File: config.mk
export PLATFORM = sky130hd
export DESIGN_NAME = multi_stack_shared_free_list
export DESIGN_NICKNAME = d
export VERILOG_FILES = /design/src/sv/msf_pkg.sv /design/src/sv/msf_ram.sv /design/src/sv/multi_stack_shared_free_list.sv
export SDC_FILE = /design/constraint.sdc
export NUM_CORES = 1
export LEC_CHECK = 0
export BUFFER_PORTS_ARGS = -buffer_cell sky130_fd_sc_hd__buf_2
export CORE_MARGIN = 2
export CORE_UTILIZATION = 60
export CTS_CLUSTER_DIAMETER = 30
export CTS_CLUSTER_SIZE = 8
export DETAILED_ROUTE_END_ITERATION = 10
export PLACE_DENSITY_LB_ADDON = 0.25
export SYNTH_ARGS = -nofsm -noshare
export SYNTH_HDL_FRONTEND = slang
export SYNTH_SLANG_ARGS = --single-unit
File: constraint.sdc
create_clock -name clock -period 8.6 [get_ports clock]
set_clock_uncertainty 0.05 [all_clocks]
set_input_delay 1.72 -clock clock [delete_from_list [all_inputs] [get_ports clock]]
set_output_delay 1.72 -clock clock [all_outputs]
set_load 0.02 [all_outputs]
File: src/sv/msf_pkg.sv
// Package for the multi-stack shared free list block.
// Holds field widths, parameter defaults, request and status codes and the
// controller state type. No dependencies.
package msf_pkg;

   // Parameter defaults.
   localparam int NUM_STACKS_DEF = 4;
   localparam int NUM_SLOTS_DEF  = 16;

   // Field widths of the request and the response.
   localparam int CMD_W        = 1;
   localparam int STACK_ID_W   = 2;
   localparam int VALUE_W      = 32;
   localparam int STATUS_W     = 2;
   localparam int MAX_IDS      = 1 << STACK_ID_W;

   // Stream widths: stack_id and push_value padded to whole bytes.
   localparam int REQ_TDATA_W  = ((STACK_ID_W + VALUE_W + 7) / 8) * 8;
   localparam int REQ_TUSER_W  = CMD_W;
   localparam int RSP_TDATA_W  = VALUE_W;
   localparam int RSP_TUSER_W  = STATUS_W;

   // Operation codes.
   localparam logic [CMD_W-1:0] CMD_PUSH = 1'b0;
   localparam logic [CMD_W-1:0] CMD_POP  = 1'b1;

   // Status codes.
   localparam logic [STATUS_W-1:0] STATUS_OK    = 2'd0;
   localparam logic [STATUS_W-1:0] STATUS_FULL  = 2'd1;
   localparam logic [STATUS_W-1:0] STATUS_EMPTY = 2'd2;

   typedef enum logic {
      ST_IDLE,
      ST_EXEC
   } state_type;

endpackage

File: src/sv/msf_ram.sv
// Generic single-port-write, single-port-read RAM with a registered read.
// Read data holds while no read is enabled. No dependencies.
module msf_ram #(
   parameter int WIDTH = 32,
   parameter int DEPTH = 16
) (
   input  logic                     clock,
   input  logic                     wr_en,
   input  logic [$clog2(DEPTH)-1:0] wr_addr,
   input  logic [WIDTH-1:0]         wr_data,
   input  logic                     rd_en,
   input  logic [$clog2(DEPTH)-1:0] rd_addr,
   output logic [WIDTH-1:0]         rd_data
);

   logic [WIDTH-1:0] mem_ff [DEPTH];
   logic [WIDTH-1:0] rd_data_ff;

   always_ff @(posedge clock) begin
      if (wr_en) begin
         mem_ff[wr_addr] <= wr_data;
      end
      if (rd_en) begin
         rd_data_ff <= mem_ff[rd_addr];
      end
   end

   assign rd_data = rd_data_ff;

endmodule

File: src/sv/multi_stack_shared_free_list.sv
// Flow: an accepted request reads the link and value memories into their registered read
// ports and moves to the execute state; its response is registered when that state ends,
// and a stalled response holds the execute state until the response register frees.
// The block takes no new request until it is back in the idle state, so requests do not
// overlap.
// Reset: synchronous; clears stack tops to null, free head to slot 0 and the fill count.
// The link memory is never cleared: slots at or above the fill count read as linked to
// the next slot.
module multi_stack_shared_free_list #(
   parameter int NUM_STACKS = msf_pkg::NUM_STACKS_DEF,
   parameter int NUM_SLOTS  = msf_pkg::NUM_SLOTS_DEF
) (
   input  logic                             clock,
   input  logic                             reset,
   input  logic                             req_tvalid,
   output logic                             req_tready,
   // [1:0] stack_id, [33:2] push_value, upper bits zero
   input  logic [msf_pkg::REQ_TDATA_W-1:0]  req_tdata,
   // [0] cmd
   input  logic [msf_pkg::REQ_TUSER_W-1:0]  req_tuser,
   output logic                             rsp_tvalid,
   input  logic                             rsp_tready,
   // [31:0] pop_value
   output logic [msf_pkg::RSP_TDATA_W-1:0]  rsp_tdata,
   // [1:0] status
   output logic [msf_pkg::RSP_TUSER_W-1:0]  rsp_tuser
);
   import msf_pkg::*;

   // Slot addresses, and links that also encode null as NUM_SLOTS.
   localparam int AW  = $clog2(NUM_SLOTS);
   localparam int LW  = $clog2(NUM_SLOTS + 1);
   // Only the stacks that a stack_id can name need a top register.
   localparam int TD  = (NUM_STACKS < MAX_IDS) ? NUM_STACKS : MAX_IDS;
   localparam int TIW = (TD > 1) ? $clog2(TD) : 1;
   localparam logic [LW-1:0] LINK_NULL = LW'(NUM_SLOTS);

   state_type state_ff, state_in;

   // Request held through the execute cycle.
   logic [CMD_W-1:0]   cmd_ff,      cmd_in;
   logic [TIW-1:0]     idx_ff,      idx_in;
   logic [VALUE_W-1:0] val_ff,      val_in;
   logic [LW-1:0]      slot_ff,     slot_in;
   logic               ok_ff,       ok_in;
   logic [LW-1:0]      old_top_ff,  old_top_in;

   // Stack tops, free-list head and the count of slots ever allocated.
   logic [LW-1:0]      top_ff [TD];
   logic [LW-1:0]      top_in [TD];
   logic [LW-1:0]      free_head_ff, free_head_in;
   logic [LW-1:0]      fill_ff,      fill_in;

   // Response register.
   logic                rsp_valid_ff,  rsp_valid_in;
   logic [STATUS_W-1:0] rsp_status_ff, rsp_status_in;
   logic [VALUE_W-1:0]  rsp_value_ff,  rsp_value_in;

   // Memory ports.
   logic               rd_en;
   logic [AW-1:0]      rd_addr;
   logic               wr_en;
   logic [AW-1:0]      wr_addr;
   logic [LW-1:0]      link_wr_data;
   logic [LW-1:0]      link_rd_data;
   logic [VALUE_W-1:0] value_rd_data;

   // Decode of the incoming request.
   logic [CMD_W-1:0]      req_cmd;
   logic [STACK_ID_W-1:0] req_id;
   logic                  req_id_ok;
   logic [LW-1:0]         req_top;
   logic                  accept;
   logic                  done;
   logic [LW-1:0]         next_link;

   assign req_cmd   = req_tuser[CMD_W-1:0];
   assign req_id    = req_tdata[STACK_ID_W-1:0];
   assign req_id_ok = (32'(req_id) < 32'(NUM_STACKS));
   assign req_top   = req_id_ok ? top_ff[req_id[TIW-1:0]] : LINK_NULL;

   assign req_tready = (state_ff == ST_IDLE);
   assign accept     = req_tvalid && req_tready;
   // The execute cycle finishes once the response register can take the result.
   assign done       = (state_ff == ST_EXEC) && (!rsp_valid_ff || rsp_tready);

   // A slot at or above the fill count has never been allocated, so its link
   // is still the initial chain to the next slot (null after the last one).
   assign next_link = (slot_ff >= fill_ff) ? (slot_ff + LW'(1)) : link_rd_data;

   always_comb begin
      state_in      = state_ff;
      cmd_in        = cmd_ff;
      idx_in        = idx_ff;
      val_in        = val_ff;
      slot_in       = slot_ff;
      ok_in         = ok_ff;
      old_top_in    = old_top_ff;
      top_in        = top_ff;
      free_head_in  = free_head_ff;
      fill_in       = fill_ff;
      rsp_valid_in  = rsp_valid_ff && !rsp_tready;
      rsp_status_in = rsp_status_ff;
      rsp_value_in  = rsp_value_ff;
      rd_en         = 1'b0;
      rd_addr       = '0;
      wr_en         = 1'b0;
      wr_addr       = slot_ff[AW-1:0];
      link_wr_data  = old_top_ff;

      unique case (state_ff)
         ST_IDLE: begin
            if (accept) begin
               cmd_in     = req_cmd;
               idx_in     = req_id[TIW-1:0];
               val_in     = req_tdata[STACK_ID_W +: VALUE_W];
               old_top_in = req_top;
               if (req_cmd == CMD_PUSH) begin
                  slot_in = free_head_ff;
                  ok_in   = req_id_ok && (free_head_ff < LINK_NULL);
               end else begin
                  slot_in = req_top;
                  ok_in   = (req_top < LINK_NULL);
               end
               rd_en    = ok_in;
               rd_addr  = slot_in[AW-1:0];
               state_in = ST_EXEC;
            end
         end
         ST_EXEC: begin
            if (done) begin
               rsp_valid_in  = 1'b1;
               rsp_value_in  = '0;
               rsp_status_in = (cmd_ff == CMD_PUSH) ? STATUS_FULL : STATUS_EMPTY;
               if (ok_ff) begin
                  rsp_status_in = STATUS_OK;
                  wr_en         = 1'b1;
                  if (cmd_ff == CMD_PUSH) begin
                     // Take the free head, link it above the old top.
                     free_head_in   = next_link;
                     link_wr_data   = old_top_ff;
                     top_in[idx_ff] = slot_ff;
                     if (slot_ff == fill_ff) begin
                        fill_in = fill_ff + LW'(1);
                     end
                  end else begin
                     // Unlink the top and return its slot to the free list.
                     top_in[idx_ff] = next_link;
                     link_wr_data   = free_head_ff;
                     free_head_in   = slot_ff;
                     rsp_value_in   = value_rd_data;
                  end
               end
               state_in = ST_IDLE;
            end
         end
         default: begin
            state_in = ST_IDLE;
         end
      endcase
   end

   always_ff @(posedge clock) begin
      if (reset) begin
         state_ff     <= ST_IDLE;
         free_head_ff <= '0;
         fill_ff      <= '0;
         rsp_valid_ff <= 1'b0;
         for (int i = 0; i < TD; i++) begin
            top_ff[i] <= LINK_NULL;
         end
      end else begin
         state_ff     <= state_in;
         free_head_ff <= free_head_in;
         fill_ff      <= fill_in;
         rsp_valid_ff <= rsp_valid_in;
         top_ff       <= top_in;
      end
   end

   always_ff @(posedge clock) begin
      cmd_ff        <= cmd_in;
      idx_ff        <= idx_in;
      val_ff        <= val_in;
      slot_ff       <= slot_in;
      ok_ff         <= ok_in;
      old_top_ff    <= old_top_in;
      rsp_status_ff <= rsp_status_in;
      rsp_value_ff  <= rsp_value_in;
   end

   // Links below each slot; written on every successful request.
   msf_ram #(
      .WIDTH (LW),
      .DEPTH (NUM_SLOTS)
   ) u_link_ram (
      .clock   (clock),
      .wr_en   (wr_en),
      .wr_addr (wr_addr),
      .wr_data (link_wr_data),
      .rd_en   (rd_en),
      .rd_addr (rd_addr),
      .rd_data (link_rd_data)
   );

   // Slot values; written only by a push.
   msf_ram #(
      .WIDTH (VALUE_W),
      .DEPTH (NUM_SLOTS)
   ) u_value_ram (
      .clock   (clock),
      .wr_en   (wr_en && (cmd_ff == CMD_PUSH)),
      .wr_addr (wr_addr),
      .wr_data (val_ff),
      .rd_en   (rd_en),
      .rd_addr (rd_addr),
      .rd_data (value_rd_data)
   );

   assign rsp_tvalid = rsp_valid_ff;
   assign rsp_tdata  = rsp_value_ff;
   assign rsp_tuser  = rsp_status_ff;

endmodule

* Word-level counts from Yosys, hierarchy flattened
Memories as Yosys holds them, arrays and structs flattened. A register that Yosys moved wholly into a read port is not among the register bits.
Cells that the tools add are included.
W data, S select, Z words.
** Storage, ports and cells
- Register bits after elaboration :: 112
- Memory bits (writable) :: 592
- Output and inout port bits :: 36
- Logic and storage cells :: 77
- Memories kept :: 2
** Operators by class
- $add $sub $neg :: 2
- Order comparisons :: 6
- Equal/unequal tests :: 1
- Mux-type cells :: 33
- Bitwise operators :: 4
- Reductions and logical operators :: 13
** Memory list
- u_value_ram.mem_ff :: depth 16, bits a word 32, rd ports 1, clocked after Yosys merged registers in 1, wr ports 1, RTL line msf_ram.sv:16 : logic [WIDTH-1:0] mem_ff [DEPTH];
- u_link_ram.mem_ff :: depth 16, bits a word 5, rd ports 1, clocked after Yosys merged registers in 1, wr ports 1, RTL line msf_ram.sv:16
** Operators with widths (count)
- $mux W5 :: 10
- $bwmux W20 :: 2
- $mux W20 :: 1
- $mux W1 :: 14
- $add A5 B1 Y5 const B :: 2
- $bmux W5 S2 :: 1
- $demux W5 S2 :: 1
- $lt A5 B5 Y1 const B :: 2
- $mux W4 :: 2
- $ge A3 B3 Y1 const B :: 2
- $not A2 Y3 :: 2
- $reduce_and A2 Y1 :: 3
- $eq A5 B5 Y1 :: 1
- $ge A5 B5 Y1 :: 1
- $logic_and A1 B1 Y1 :: 5
- $reduce_and A5 Y1 :: 1
- $lt A3 B1 Y1 const B :: 1
- $reduce_and A3 Y1 :: 1
- $logic_not A1 Y1 :: 2
- $mux W2 :: 1
- $not A1 Y1 :: 2
- $pmux W1 S2 :: 1
- $logic_or A1 B1 Y1 :: 1

* Depth between registers and ports, before layout
Gate-level depths: netlist of run 1.
- Depth in word-level cells :: 8
- Mapped depth :: 12
- Gate-level depth less buffers :: 9

* Cells and area by module
Synthesis of run 1 repeated with hierarchy kept, for this count alone.
** Second synthesis, totals
- Cell total of the unflattened synthesis :: 1339
- Area total of the unflattened synthesis :: 28112.0 um^2
** Modules (own cells, without submodules)
- msf_ram (u_value_ram) :: times used 1, cells each 838, area each 20174.3 um^2, seq. area each 16335.7 um^2
- multi_stack_shared_free_list :: times used 1, cells each 346, area each 4674.5 um^2, seq. area each 3042.9 um^2
- msf_ram (u_link_ram) :: times used 1, cells each 155, area each 3263.1 um^2, seq. area each 2552.4 um^2

* Worst setup path before layout of run 1
OpenSTA, ideal clock, no wires.
- Kind :: input to register
- From :: input port rsp_tready
- To :: memory u_value_ram.mem_ff[15][0], enable pin
- Setup time :: 461 ps
- Arrival time :: 5794 ps
- Data required time :: 8089 ps
- Path slack :: 2295 ps
- Stages :: 6
- Path buffers :: 2
- Path through :: nand2b_1 and2_1 clkbuf_1 nand2_1 clkbuf_1 nor3_1
** On the way
- Word-level cells in the longest chain between the ends :: 7
** RTL lines
- from (decl) :: RTL line multi_stack_shared_free_list.sv:22 : input logic rsp_tready,
- $logic_or A1 B1 Y1 :: RTL line multi_stack_shared_free_list.sv:85 : assign done = (state_ff == ST_EXEC) && (!rsp_valid_ff || rsp_tready);
- $logic_and A1 B1 Y1 :: RTL line multi_stack_shared_free_list.sv:85
- $mux W1 :: RTL line multi_stack_shared_free_list.sv:131 : if (done) begin
- $mux W1 :: RTL line multi_stack_shared_free_list.sv:111 : unique case (state_ff)
- $logic_and A1 B1 Y1 :: RTL line multi_stack_shared_free_list.sv:212 : .wr_en (wr_en && (cmd_ff == CMD_PUSH)),
- $mux W1 :: RTL line msf_ram.sv:20 : if (wr_en) begin
- $mux W1 (implied by the code) :: RTL line msf_ram.sv:21 : mem_ff[wr_addr] <= wr_data;
- to (decl) :: RTL line msf_ram.sv:16
No other way between the ends.

* Worst setup path in the final report of run 1
- From :: input port req_tdata[1] (netlist bit)
- To :: register u_value_ram.rd_data_ff[15] (netlist: u_value_ram.rd_data[15]) (read register of u_value_ram.mem_ff) (data pin)
** On the way
- Word-level cells in the longest chain between the ends :: 8
** RTL lines
- from (decl) :: RTL line multi_stack_shared_free_list.sv:18 : input logic [msf_pkg::REQ_TDATA_W-1:0] req_tdata,
- $not A2 Y3 (implied by the code) * :: RTL line multi_stack_shared_free_list.sv:80 : assign req_top = req_id_ok ? top_ff[req_id[TIW-1:0]] : LINK_NULL;
- $bmux W5 S2 * :: RTL line multi_stack_shared_free_list.sv:80
- $mux W5 (implied by the code) * (2 in a row) :: RTL line multi_stack_shared_free_list.sv:80
- via req_top[0] :: RTL line multi_stack_shared_free_list.sv:72 : logic [LW-1:0] req_top;
- $lt A5 B5 Y1 :: RTL line multi_stack_shared_free_list.sv:123 : ok_in = (req_top < LINK_NULL);
- $mux W1 :: RTL line multi_stack_shared_free_list.sv:118 : if (req_cmd == CMD_PUSH) begin
- $mux W1 :: RTL line multi_stack_shared_free_list.sv:113 : if (accept) begin
- $mux W1 :: RTL line multi_stack_shared_free_list.sv:111
- to (decl) :: RTL line msf_ram.sv:17 : logic [WIDTH-1:0] rd_data_ff;
Mark *: on every way through the listed nets, which the timed path passes. The rest lies on a longest branch. The select of a mux whose other input is x is not followed.
A chain may end at the register's enable or synchronous reset.

==> metrics.csv, run 1 <==
stage,metric,value,unit
critical_path,path_cells,buf_2 -> mux4_2 -> mux2i_4 -> buf_4 -> inv_2 -> nand2_8 -> buf_4 -> mux2i_1 -> a221oi_1 -> o21ai_0 -> nand3_1,
logic_synthesis,synth-edff-count,709,
final_layout,final_cells,2797,
floorplanning,design.core.area,47700,sq um
route,wl,71000,um
clock_tree,clk_pin_slew,0.04,ns
clock_tree,h-tree-depth,4,
floorplanning,num_rows,80,
pwr,power_density,265,nW/um^2
floorplanning,die-height,224,um
critical_path,crit_family,buffers and inverters,
critical_path,cp_num_buf_inv,4,
floorplanning,die_area,50200,sq um
logic_synthesis,syn_avg_cell_area,14.8,sq um
final_layout,final_common_cell,edfxtp_1,
timing,relSlewSlack,16.5,%
final_layout,antenna_cells,0,
critical_path,arrival,5.88,ns
floorplanning,die_w,224,um
critical_path,worstSetupEndpointType,flop,
critical_path,crit_path_frequent_cell,buf_4,
logic_synthesis,yosys_warnings,0,
logic_synthesis,syn-num-nets,2023,
placed_design,io_buffers,74,
timing,period_needed,5.38,ns
timing,setup_viol,0,
logic_synthesis,synth_ff_type,edfxtp_1,
logic_synthesis,synth.distinct_cells,51,
pwr,irDropWorstVdd,0.210,mV
timing,hold_violations,0,
logic_synthesis,ys_seq_area_share,75.5,%
placed_design,dp_cells,2575,
route,via_per_inst,6.38,
clock_tree,cts_buffers,134,
route,wl_per_cell,25.4,um
route,via_count,17800,
logic_synthesis,synth-seq-cells,741,
worst_hold_path,hold_path.class,reg2reg,
logic_synthesis,async_reset_ff_share,0,%
final_layout,drive_gt1_share,15.4,%
clock_tree,cts_max_path_buffers,3,
final_layout,post-route-util,71.6,%
timing,grt_setup_unrepaired,false,
global_route,globalRouteTotalUtil,28.8,%
critical_path,rrSetupSlack,4.08,ns
critical_path,path_max_fanout,85,
worst_hold_path,min_from,top_ff[8],
critical_path,cp_slowest_stage_delay,0.66,ns
floorplanning,start_util,60.9,%
global_route,first_global_vias,17600,
logic_synthesis,synth.cell_area,29100,sq um
placed_design,place_hpwl,34800,um
clock_tree,cts_hold_buf,0,
clock_tree,cts_resized,0,
timing,fmax,0.186,GHz
timing,worst_pin_slew,1.25,ns
worst_hold_path,hold_path_depth,2,
critical_path,start_kind,primary input,
clock_tree,cts_sinks,741,
timing,setup_tns,0,ns
status,outcome,"complete, no violations",
timing,slew_viol_final,0,
pwr,power,9.07,mW
placed_design,gp_congestion,0.873,
route,drt_pre_antenna_iters,6,
clock_tree,postCtsSetupBuffers,0,
clock_tree,cts_tree,built,
global_route,grt_max_degree,86,
worst_hold_path,min_to,top_ff[8],
critical_path,crit_slowest_cell,nand2_8,
critical_path,critical_path_required,9.10,ns
route,drtIter0Drc,2304,
job,maxCapViolCount,0,
clock_tree,clock_latency,0.70,ns
final_layout,finish.net_count,2151,
final_layout,layout_common_cells,"edfxtp_1, nand2_1, nand3_1, mux2i_1, clkbuf_16",
global_route,gr-total-overflow,0,
logic_synthesis,netlist_instances,1968,
pwr,leakage,12.7,nW
clock_tree,cts-root-buf,clkbuf_16,
global_route,antenna_found_initial,1,
critical_path,reg2reg_from,state_ff,
timing,fin_crit_sh,62.6,%
route,drc,0,
critical_path,path_class,in2reg,
global_route,grt_pass1_wl,105000,um
floorplanning,floorplan.io_pins,81,
critical_path,ff2ff_path_depth,10,
route,ant_nets,0,
critical_path,r2r-end,u_link_ram.rd_data[1],
final_layout,areaGrowthSynthToFinish,17.7,%
==> cells by family (layout without fill, tap and decap cells) <==
family                   after synthesis  count (layout)  synth area share (%)
flip-flops                           741             741                  75.5
AND/OR/NAND/NOR                      730             730                  11.5
AO/OA/AOI/OAI                        204             204                  5.07
multiplexers                         149             149                  5.37
buffers and inverters                127             341                  1.98
adder cells (fa/ha/maj)               10              10                 0.431
XOR/XNOR                               7               7                 0.211
==> Yosys cell counts, drive strengths merged (13+ instances only) <==
library cell	count	area, sq um
a31oi	13	81.3
nand3b	14	105
nand2	339	1280
a221oi	67	643
mux2i	141	1420
o21ai	49	245
a21oi	30	150
buf	50	287
clkbuf	66	248
nor2	45	169
dfxtp	32	641
edfxtp	709	21300
nand3	242	1210
nor3	16	80.1
and3	38	238
==> stage by stage <==
| stage | hold slack, ns | setup WS (ns) | instance area, sq um |
|---|---|---|---|
| 6_report | 0.408 | 3.22 | 34200 |
| 5_1_grt | 0.434 | 3.04 | 34200 |
| 4_1_cts | 0.409 | 3.27 | 34200 |
| 3_5_place_dp | 0.404 | 2.58 | 30100 |
| 3_3_place_gp | 0.389 | 2.64 | 30100 |
| 2_1_floorplan | 0.383 | 2.29 | 29100 |
==> worst min-delay path, delay by kind of cell, from the launching register on <==
| kind | cells | cell delay [ns] |
|---|---|---|
| flops | 1 | 0.30 |
| simple gates | 1 | 0.05 |
| compound gates | 1 | 0.05 |
==> per-layer routing <==
| metal | part of all wire, % | GRT usage (%) | up-vias |
|---|---|---|---|
| met5 | 0 | 0 | - |
| met4 | 3.0 | 13.3 | 0 |
| met3 | 9.2 | 5.55 | 153 |
| met2 | 48 | 45.7 | 1010 |
| met1 | 39 | 39.0 | 8890 |
| li1 | - | - | 7795 |
==> flip-flops by register name, summed over array words and instances (netlist names), 5 cells and up <==
signal               count
u_link_ram.mem_ff       80
val_ff                  32
top_ff                  20
old_top_ff               5
u_link_ram.rd_data       5
slot_ff                  5
fill_ff                  5
free_head_ff             5
u_value_ram.mem_ff     512
u_value_ram.rd_data     32
rsp_tdata               32
==> report_power, final <==
part / switching, mW / total, mW / internal (mW)
Clock: 1.64 / 4.75 / 3.11
Sequential: 0.0549 / 4.08 / 4.03
Combinational: 0.169 / 0.234 / 0.0647
==> cell type report <==
class | count | area (sq um)
fill | 2955 | 13600
multi-input combinational | 1100 | 6740
inverter | 11 | 41.3
sequential | 741 | 21900
timing repair buffer | 108 | 626
clock buffer | 164 | 3560
tap | 615 | 769
clock inverter | 58 | 519
==> worst max-delay path by stage <==
stage	start	to	slack [ns]	cells past startpoint
2_1_floorplan	rsp_tready	u_value_ram.mem_ff[15][0]	2.29	6
3_3_place_gp	req_tdata[1]	u_value_ram.rd_data[10]	2.64	11
3_5_place_dp	req_tdata[1]	u_value_ram.rd_data[16]	2.58	11
4_1_cts	req_tdata[1]	u_value_ram.rd_data[15]	3.27	11
5_1_grt	req_tdata[1]	u_value_ram.rd_data[19]	3.04	11
6_report	req_tdata[1]	u_value_ram.rd_data[15]	3.22	11
No activity file was read; power rests on OpenSTA's default activity.
==> run 2: changes to the inputs <==
Clock period 8.6 ns to 5.4 ns, I/O delays scaled along.
==> metrics.csv, run 2 (synthesized netlist as in run 1, its figures left out) <==
stage,metric,value,unit
timing,slew_viol_final,0,
floorplanning,num_rows,80,
clock_tree,cts_tree,built,
route,via_count,17800,
clock_tree,h-tree-depth,4,
final_layout,reg_top3,"u_value_ram.mem_ff: 512 flops, u_link_ram.mem_ff: 80 flops",
timing,setup_tns,0,ns
floorplanning,die_w,224,um
placed_design,io_buffers,74,
global_route,grt_pass1_wl,106000,um
final_layout,multi_input_area,6750,sq um
critical_path,crit_slowest_cell,nor2_4,
placed_design,dp_cells,2586,
job,maxCapViolCount,0,
timing,fmax,0.263,GHz
final_layout,max_flop_register,u_value_ram.mem_ff,
timing,setup_viol,0,
clock_tree,cts-root-buf,clkbuf_16,
critical_path,path_max_fanout,75,
floorplanning,design.core.area,47700,sq um
final_layout,drive_gt1_share,15.5,%
timing,grt_setup_unrepaired,false,
floorplanning,floorplan.io_pins,81,
final_layout,layout_common_cells,"edfxtp_1, nand2_1, nand3_1, mux2i_1, clkbuf_16",
placed_design,gp_congestion,0.854,
global_route,gr-total-overflow,0,
critical_path,cp_num_buf_inv,3,
clock_tree,clk_pin_slew,0.05,ns
route,drc,0,
route,drtIter0Drc,2230,
clock_tree,clock_latency,0.69,ns
pwr,irDropWorstVdd,0.329,mV
critical_path,crit_family,simple AND/OR/NAND/NOR gates,
clock_tree,cts_resized,0,
timing,hold_violations,0,
floorplanning,start_util,60.9,%
critical_path,crit_path_frequent_cell,a21oi_1,
timing,fin_crit_sh,70.4,%
critical_path,ff2ff_path_depth,9,
final_layout,finish.net_count,2162,
final_layout,seq_area,21900,sq um
timing,period_needed,3.80,ns
clock_tree,cts_sinks,741,
clock_tree,cts_hold_buf,0,
floorplanning,die-height,224,um
final_layout,antenna_cells,0,
critical_path,path_class,in2reg,
critical_path,cp.depth,10,
route,drt_pre_antenna_iters,7,
status,outcome,"complete, no violations",
critical_path,path_cells,buf_2 -> mux4_2 -> mux2i_4 -> buf_12 -> nor2_4 -> buf_4 -> a21oi_1 -> a22oi_1 -> o21ai_1 -> a21oi_1,
final_layout,final_cells,2802,
worst_hold_path,hold_path.class,reg2reg,
critical_path,start_kind,primary input,
pwr,leakage,12.7,nW
pwr,power_density,419,nW/um^2
critical_path,arrival,4.27,ns
placed_design,place_hpwl,36900,um
worst_hold_path,hold_path_depth,2,
floorplanning,die_area,50200,sq um
clock_tree,postCtsSetupBuffers,0,
global_route,grt_max_degree,91,
global_route,antenna_found_initial,1,
final_layout,nFillCells,2904,
critical_path,worstSetupEndpointType,flop,
clock_tree,cts_max_path_buffers,3,
timing,relSlewSlack,16.5,%
clock_tree,cts_buffers,134,
timing,worst_pin_slew,1.25,ns
route,wl_per_cell,25.3,um
global_route,first_global_vias,17800,
critical_path,cp_slowest_stage_delay,0.96,ns
route,via_per_inst,6.36,
route,wl,71000,um
route,ant_nets,0,
final_layout,areaGrowthSynthToFinish,18.1,%
final_layout,final_common_cell,edfxtp_1,
global_route,globalRouteTotalUtil,29.0,%
critical_path,critical_path_required,5.87,ns
final_layout,largest_reg_flops,512,
-- run 2: cell count changes in the layout (fill, tap and decap cells not counted), sizes merged --
cell | before | now
clkinv | 44 | 39
inv | 17 | 14
clkinvlp | 1 | 5
buf | 108 | 119
clkbuf | 164 | 162
-- run 2: through the flow --
step | utilization (%) | area (sq um) | setup slack (ns) | power (mW) | hold WS, ns
6_report | 71.8 | 34300 | 1.60 | 14.4 | 0.409
5_1_grt | 71.8 | 34300 | 1.60 | 14.7 | 0.433
4_1_cts | 71.8 | 34300 | 1.74 | 14.4 | 0.409
3_5_place_dp | 63.4 | 30300 | 1.05 | 6.97 | 0.403
3_3_place_gp | 63.4 | 30300 | 1.17 | 6.95 | 0.392
2_1_floorplan | - | 29100 | 0.729 | 6.79 | 0.383
-- run 2: worst paths after layout --
kind / endpoint / slack (ns) / start
setup / recovery: u_link_ram.rd_data[0] / 1.60 / req_tdata[1]
hold / removal: top_ff[3] / 0.41 / top_ff[3]
hold reg to reg: top_ff[3] / 0.41 / top_ff[3]
setup reg to reg: u_link_ram.rd_data[0] / 1.98 / top_ff[15]
-- run 2: per-layer routing --
metal  GRT usage (%)  vias up  wire (um)
met5               0        -          0
met4            13.2        0       2570
met3            6.05      195       6850
met2            45.8     1028      34300
met1            39.2     8807      27300
li1                -     7804          -
-- run 2: power breakdown --
part | total [mW] | switching, mW | internal, mW
combinational | 0.374 | 0.267 | 0.106
clock | 7.48 | 2.55 | 4.93
sequential | 6.50 | 0.0880 | 6.41
total | 14.4 | 2.91 | 11.4
-- run 2: final cells by class --
| type | count | share of cell area (%) |
|---|---|---|
| Sequential cell | 741 | 63.9 |
| Clock buffer | 162 | 10.4 |
| Clock inverter | 54 | 1.31 |
| Inverter | 11 | 0.120 |
| Tap cell | 615 | 2.24 |
| Multi-Input combinational cell | 1100 | 19.7 |
| Timing Repair Buffer | 119 | 2.32 |
-- run 2: worst register-to-register path, cell delays in order (launching register included) --
cell	delay [ns]
dfxtp_1	0.34
mux4_2	0.33
mux2i_4	0.11
buf_12	0.25
nor2_4	1.12
buf_4	0.37
a21oi_1	0.09
a22oi_1	0.29
o21ai_1	0.10
a21oi_1	0.23
